**src/hw/rtl/bpss_pkg.sv**
```systemverilog
package bpss_pkg;

  localparam int MaxPower      = 4;
  localparam int WlBins        = 32;
  localparam int MaxFrame      = 1024;
  localparam int WlW           = 5;
  localparam int PixW          = 11;
  localparam int FrameW        = 11;
  localparam int RunW          = 24;
  localparam int AccW          = 64;
  localparam int PowW          = 3;
  localparam int NumPow        = MaxPower + 1;
  localparam int SpecDepth     = NumPow * WlBins;
  localparam int SpecAw        = $clog2(SpecDepth);
  localparam int ImgPlane      = WlBins * MaxFrame;
  localparam int ImgDepth      = NumPow * ImgPlane;
  localparam int ImgAw         = $clog2(ImgDepth);
  localparam int PlaneAw       = $clog2(ImgPlane);
  localparam logic [AccW-1:0] OneQ16 = 64'd65536;

  // configuration register indexes
  localparam logic [1:0] CfgSpecEn  = 2'd0;
  localparam logic [1:0] CfgImgEn   = 2'd1;
  localparam logic [1:0] CfgFrame   = 2'd2;

  typedef enum logic [3:0] {
    ST_CLEAR,
    ST_IDLE,
    ST_READ_ADDR,
    ST_READ_WAIT,
    ST_OUT,
    ST_UPD_START,
    ST_UPD_RD,
    ST_UPD_WAIT,
    ST_UPD_MUL,
    ST_UPD_WR
  } bpss_state_e;

  // controller to datapath
  typedef struct packed {
    logic clear_step;   // write zero at clear counter, advance
    logic take_item;    // latch the accepted request
    logic read_issue;   // issue read of the addressed statistic
    logic read_load;    // capture read data into output register
    logic run_fold;     // fold weight into runs, hold key
    logic upd_load;     // set up close of one store (spec or image)
    logic upd_issue;    // issue read of entry k
    logic upd_mul_hi;   // multiply upper half of power by run sum
    logic upd_mul;      // multiply lower half, form next power
    logic upd_write;    // write sum, advance k
    logic upd_spec;     // which store the update targets
    logic clear_runs;   // clear run_open after last item
    logic clr_spec_run;
    logic clr_img_run;
  } bpss_cmd_t;

  // datapath to controller
  typedef struct packed {
    logic clear_done;
    logic is_read;
    logic last;
    logic close_spec;   // the spectrum store is enabled
    logic close_img;
    logic need_spec;    // key change closes spectrum run
    logic need_img;
    logic pow_done;     // k reached MaxPower
  } bpss_sts_t;

endpackage

```
**src/hw/rtl/bpss_ctrl.sv**
```systemverilog
module bpss_ctrl (
  input  logic               clk_i,
  input  logic               rst_ni,
  input  logic               in_valid_i,
  output logic               in_ready_o,
  output logic               out_valid_o,
  input  logic               out_ready_i,
  input  bpss_pkg::bpss_sts_t sts_i,
  output bpss_pkg::bpss_cmd_t cmd_o
);
  import bpss_pkg::*;

  bpss_state_e state_q, state_d;
  // phase: 0 pre-close (key change), 1 post-fold close (last item)
  logic phase_q, phase_d;
  logic spec_q, spec_d;      // current update target is spectrum store

  always_ff @(posedge clk_i or negedge rst_ni) begin
    if (!rst_ni) begin
      state_q <= ST_CLEAR;
      phase_q <= 1'b0;
      spec_q  <= 1'b0;
    end else begin
      state_q <= state_d;
      phase_q <= phase_d;
      spec_q  <= spec_d;
    end
  end

  // next state and commands
  always_comb begin
    state_d     = state_q;
    phase_d     = phase_q;
    spec_d      = spec_q;
    cmd_o       = '0;
    cmd_o.upd_spec = spec_q;
    in_ready_o  = 1'b0;
    out_valid_o = 1'b0;
    unique case (state_q)
      ST_CLEAR: begin
        cmd_o.clear_step = 1'b1;
        if (sts_i.clear_done) state_d = ST_IDLE;
      end
      ST_IDLE: begin
        in_ready_o = 1'b1;
        if (in_valid_i) begin
          cmd_o.take_item = 1'b1;
          phase_d = 1'b0;
          state_d = ST_READ_ADDR;
        end
      end
      ST_READ_ADDR: begin
        if (sts_i.is_read) begin
          cmd_o.read_issue = 1'b1;
          state_d = ST_READ_WAIT;
        end else begin
          state_d = ST_UPD_START;
          spec_d  = 1'b1;
        end
      end
      ST_READ_WAIT: begin
        cmd_o.read_load = 1'b1;
        state_d = ST_OUT;
      end
      ST_OUT: begin
        out_valid_o = 1'b1;
        if (out_ready_i) state_d = ST_IDLE;
      end
      ST_UPD_START: begin
        // walk spectrum then image close for this phase
        priority if (spec_q && ((phase_q ? 1'b1 : sts_i.need_spec))) begin
          if (sts_i.close_spec) begin
            cmd_o.upd_load = 1'b1;
            state_d = ST_UPD_RD;
          end else begin
            cmd_o.clr_spec_run = 1'b1;
            spec_d = 1'b0;
          end
        end else if (spec_q) begin
          spec_d = 1'b0;
        end else if (phase_q ? 1'b1 : sts_i.need_img) begin
          if (sts_i.close_img) begin
            cmd_o.upd_load = 1'b1;
            state_d = ST_UPD_RD;
          end else begin
            cmd_o.clr_img_run = 1'b1;
            if (phase_q) begin
              cmd_o.clear_runs = 1'b1;
              state_d = ST_IDLE;
            end else if (sts_i.last) begin
              cmd_o.run_fold = 1'b1;
              phase_d = 1'b1;
              spec_d  = 1'b1;
            end else begin
              cmd_o.run_fold = 1'b1;
              state_d = ST_IDLE;
            end
          end
        end else begin
          if (phase_q) begin
            cmd_o.clear_runs = 1'b1;
            state_d = ST_IDLE;
          end else begin
            cmd_o.run_fold = 1'b1;
            if (sts_i.last) begin
              phase_d = 1'b1;
              spec_d  = 1'b1;
            end else begin
              state_d = ST_IDLE;
            end
          end
        end
      end
      ST_UPD_RD: begin
        cmd_o.upd_issue = 1'b1;
        state_d = ST_UPD_WAIT;
      end
      ST_UPD_WAIT: begin
        cmd_o.upd_mul_hi = 1'b1;
        state_d = ST_UPD_MUL;
      end
      ST_UPD_MUL: begin
        cmd_o.upd_mul = 1'b1;
        state_d = ST_UPD_WR;
      end
      ST_UPD_WR: begin
        cmd_o.upd_write = 1'b1;
        if (sts_i.pow_done) begin
          // finished this store; clear its run and go on
          state_d = ST_UPD_START;
          if (spec_q) begin
            cmd_o.clr_spec_run = 1'b1;
            spec_d = 1'b0;
          end else begin
            cmd_o.clr_img_run = 1'b1;
            // mark image handled: force skip by moving on
            if (phase_q) begin
              cmd_o.clear_runs = 1'b1;
              state_d = ST_IDLE;
            end else begin
              cmd_o.run_fold = 1'b1;
              if (sts_i.last) begin
                phase_d = 1'b1;
                spec_d  = 1'b1;
              end else begin
                state_d = ST_IDLE;
              end
            end
          end
        end else begin
          state_d = ST_UPD_RD;
        end
      end
      default: state_d = ST_IDLE;
    endcase
  end

endmodule

```
**config.mk**
```make
export PLATFORM = sky130hd
export DESIGN_NAME = bpss_ctrl
export DESIGN_NICKNAME = d
export VERILOG_FILES = /design/src/hw/rtl/bpss_pkg.sv /design/src/hw/rtl/bpss_ctrl.sv
export SDC_FILE = /design/constraint.sdc
export NUM_CORES = 1
export LEC_CHECK = 0
export BUFFER_PORTS_ARGS = -buffer_cell sky130_fd_sc_hd__clkbuf_2
export CAP_MARGIN = 25
export CORE_UTILIZATION = 50
export DETAILED_ROUTE_END_ITERATION = 8
export GPL_ROUTABILITY_DRIVEN = 0
export GPL_TIMING_DRIVEN = 0
export PLACE_DENSITY = 0.94
export SLEW_MARGIN = 20
export SYNTH_ARGS = -nofsm -noshare
export SYNTH_HDL_FRONTEND = slang
export SYNTH_SLANG_ARGS = --single-unit
```
**constraint.sdc**
```tcl
create_clock -name clk_i -period 2.9 [get_ports clk_i]
set_clock_uncertainty 0.1 [all_clocks]
set_input_delay 0.145 -clock clk_i [delete_from_list [all_inputs] [get_ports clk_i]]
set_output_delay 0.145 -clock clk_i [all_outputs]
set_load 0.02 [all_outputs]
```
# After elaboration in Yosys (flattened, before gate mapping)
# Index checks and enable logic that the tools add are counted.
[totals]
ff_bits = 6
inputBits = 12
elab_cells = 110
[op_classes]
eq_ne = 21
muxes = 79
reduce_logical = 7
[ops]
columns = ["cell", "n"]
rows = [
  ["1-bit 2-to-1 mux", 57],
  ["4-bit 2-to-1 mux", 10],
  ["4-bit one-hot mux with 10 select lines", 1],
  ["3-bit 2-to-1 mux", 6],
  ["4-bit by 3-bit equality test with 1-bit output (second input constant)", 4],
  ["2-bit != test (second input constant)", 8],
  ["3-bit != test (second input constant)", 4],
  ["4-bit by 2-bit equality test with 1-bit output (second input constant)", 2],
  ["4-bit equality test (second input constant)", 2],
  ["7-bit AND reduction", 1],
  ["1-bit one-hot mux with 3 select lines", 2],
  ["3-bit one-hot mux with 2 select lines", 1],
  ["3-bit nonzero test", 2],
  ["5-bit AND reduction", 1],
  ["4-bit by 1-bit equality test with 1-bit output (second input constant)", 1],
  ["4-bit logical NOT", 1],
  ["4-bit AND reduction", 1],
  ["2-bit 2-to-1 mux", 1],
  ["1-bit one-hot mux with 2 select lines", 1],
  ["1-bit logical AND", 1],
]

# Longest topological paths before layout
[logic_depth]
depth_word = 7
depth_mapped = 6

# Worst setup path after synthesis
# Ideal clock, no wire load.
[synth_timing]
path_type = "register to output"
from = "register state_q[3]"
to = "output port cmd_o[9] in the netlist's numbering"
stages_incl_launch_ff = 5
arrival_ns = 1.496
slack_ns = 1.159
n_path_buf = 0
required_ns = 2.655
cell_sequence = "dfrtp_1 > nand2b_1 > nor2_1 > nand2_1 > a211oi_1"
[synth_lines]
columns = ["element", "line", "source"]
rows = [
  ["from (decl)", "bpss_ctrl.sv:13", "bpss_state_e state_q, state_d;"],
  ["from (signal assigned)", "bpss_ctrl.sv:24", "state_q <= state_d;"],
  ["to (decl)", "bpss_ctrl.sv:9", "output bpss_pkg::bpss_cmd_t cmd_o"],
]

==> flow_metrics.tcl <==
set metrics [dict create \
    crit_chain "nand2b_1 > nand2b_4 > or3_1 > a21boi_1 > clkbuf_2" \
    worstHoldPathType "in2async" \
    clock_path_buffers 2 \
    die-area_sq_um 1510 \
    synthCells 90 \
    grt_max_degree 11 \
    final_max_slew_viol_count 0 \
    grt_pass1_wl_um 2863 \
    die-height_um 38.86 \
    setup_viol 0 \
    start_util_pct 57.28 \
    crit_buf_inv 1 \
    clock-sinks 6 \
    async_reset_ff_share_pct 100.0 \
    setup_slack_ns 0.9212 \
    drtIter0Drc 34 \
    port_buffers 27 \
    startpoint "state_q[3]$_DFFE_PN0P_" \
    antennaDiodeCount 0 \
    clockRootBuffer "clkbuf_4" \
    num_rows 12 \
    antenna_found_initial 0 \
    endpoint_kind "output port" \
    synth_edf_count 0 \
    worstPathMaxFanout 5 \
    die_x_um 38.86 \
    ys_seq_elements 6 \
    p_per_area_nw_per_um2 893.2 \
    cts_setup_buffers 0 \
    syn_avg_cell_area_sq_um 7.549 \
    rr_startpoint "spec_q$_DFFE_PN0P_" \
    final_nets 135 \
    cp_slowest_stage_delay_ns 0.41 \
    status "finished clean" \
    ant_nets 0 \
    ys_seq_area_share_pct 22.10 \
    hold_viol_final 0 \
    wl_per_cell_um 12.97 \
    reg2reg_to "state_q[2]$_DFFE_PN0P_" \
    relSlewSlack_pct 73.90 \
    cts_tree "done" \
    critPathSlowestCell "dfrtp_1" \
    vias 802 \
    final_util_pct 72.89 \
    synth-simple-area-share_pct 39.78 \
    synthDistinctLibCells 37 \
    max_cap_violations 0 \
    drc 0 \
    synth_top_family_by_area "simple AND/OR/NAND/NOR gates" \
    ys.flop_type "dfrtp_1" \
    cp_data_arrival_time_ns 1.73 \
    clkTransAtPathRegs_ns 0.04 \
    routed_wirelength_um 1751 \
    grt_pass1_vias 685 \
    cts_resized 0 \
    clk_latency_ns 0.23 \
    startpoint_type "flop" \
    rr_worst_depth 5 \
    power_w 0.0007722 \
    drive_above_1_share_pct 36.36 \
    synth_area_leaders "dfrtp_1 22%, nand2b_1 7.4%, nand2_1 5.0%" \
    critPathTopFamily "simple AND/OR/NAND/NOR gates" \
    cts-buffers-inserted 3 \
    synthXorXnorAreaFrac_pct 0 \
    syn-cell-area_sq_um 679.4 \
    synth.area.mux_share_pct 2.947 \
    syn2layout_area_growth_pct 27.26 \
    min_period_ns 1.979 \
    fmax_mhz 505.3 \
    worst_pin_slew_ns 0.3915 \
    synth_warnings 0 \
    critPathRequiredTime_ns 2.65 \
    synth_compound_area_share_pct 27.44 \
    p_leak_nw 0.4257 \
    peakVddDrop_uv 616.0 \
    dp_hpwl_um 1414 \
    crit_path_end "cmd_o[1]" \
    critPathKind "reg2out" \
    synth_top_area_share_pct 22.10 \
    rsz0062_at_grt "false" \
    synth_fp_nets 102 \
    fin_tns_setup_ns 0 \
    dr.pass1.iters 4 \
    pre_cts_ws_ns 1.170 \
    core_sq_um 1186 \
    ctsHtreeMaxLevel 1 \
    synthAdderAreaFrac_pct 0 \
    grt_overflow 0 \
    io_pins 28 \
    period_share_pct 68.24 \
    track_usage_pct 28.17 \
    worstSetupPathDepth 5 \
    vias_per_cell 5.941 \
    rrSetupSlack_ns 1.25 \
    synth_area_leader_cell "dfrtp_1" \
]
## power breakdown
| group | total [W] | internal, W | switching [W] |
|---|---|---|---|
| Clock | 0.0000715 | 0.0000465 | 0.0000250 |
| Sequential | 0.000140 | 0.000117 | 0.0000230 |
| Combinational | 0.000560 | 0.000223 | 0.000337 |
| Total | 0.000772 | 0.000387 | 0.000385 |
## timing repair
| action | 4_1_cts | 5_1_grt |
|---|---|---|
| setup endpoints to repair | 0 | 0 |
| hold buffers | 1 | 0 |
| endpoints found under the hold margin | 6 | 0 |
## cell type report
type,instances,area (sq um)
inverters,3,11.26
fillers,101,321.6
flip-flops and latches,6,150.1
multi-input cells,74,476.7
repair buffers,28,145.1
plain buffers,7,41.29
clock buffers,3,22.52
well taps,14,17.52
## layout by cell type (no fill, tap or decap), drive strengths merged, types with 4 or more instances in the layout
cell,synthesis,layout
a211oi,4,4
a21oi,5,5
buf,6,6
clkbuf,1,31
dfrtp,6,6
nand2,9,9
nand2b,10,10
nor2,10,10
nor3,7,7
o21ai,4,4
## routing by layer
layer  vias up  share of wire, %  track usage, %
li1        391                 -               -
met1       374                43           38.85
met2        37                50           42.92
met3         0               6.0           3.468
met4         0                 0           13.79
met5         -                 0               0
## through the flow
step	hold WS, ns	std cells	instance area, sq um
final	0.1552	135	864.6
after floorplan	-0.2506	90	679.4
after CTS	0.1340	135	864.6
after detailed placement	-0.1277	131	832.0
after global placement	-0.1303	131	832.0
after global routing	0.1765	135	864.6
## cells by family (layout without fill, tap and decap cells)
kind of cell | Yosys count | count (layout)
buf+inv | 10 | 41
simple gates | 46 | 46
flops | 6 | 6
compound gates | 26 | 26
mux | 2 | 2
## registers in the layout (all words and copies together) (netlist names)
register / flops
spec_q: 1
phase_q: 1
state_q: 4
## how the worst min path moves through the flow
stage	endpoint	cells after the start	from
after floorplan	phase_q$_DFFE_PN0P_	0	rst_ni
after global placement	state_q[3]$_DFFE_PN0P_	1	rst_ni
after detailed placement	state_q[3]$_DFFE_PN0P_	1	rst_ni
after CTS	phase_q$_DFFE_PN0P_	3	sts_i[5]
after global routing	state_q[1]$_DFFE_PN0P_	2	rst_ni
final	state_q[1]$_DFFE_PN0P_	2	rst_ni
## worst reg2reg max path: stages, from the launching register on
cell and delay (ns):
dfrtp_1 0.41, nand2b_1 0.17, nand2b_1 0.15, a222oi_1 0.42, a21oi_1 0.12, a21o_1 0.17
## cells in the mapped netlist (2+ instances only)
library cell and instances:
nand2_1 9, nor2_1 9, nand2b_1 8, dfrtp_1 6
nor3_1 6, a21oi_1 5, a211oi_1 4, buf_2 3
buf_4 3, inv_1 3, a21boi_1 2, and3_1 2
mux2i_1 2, nand2b_4 2, o211ai_1 2, o21ai_0 2
o21ai_1 2
Note: power is estimated with default switching activity, not from simulation.
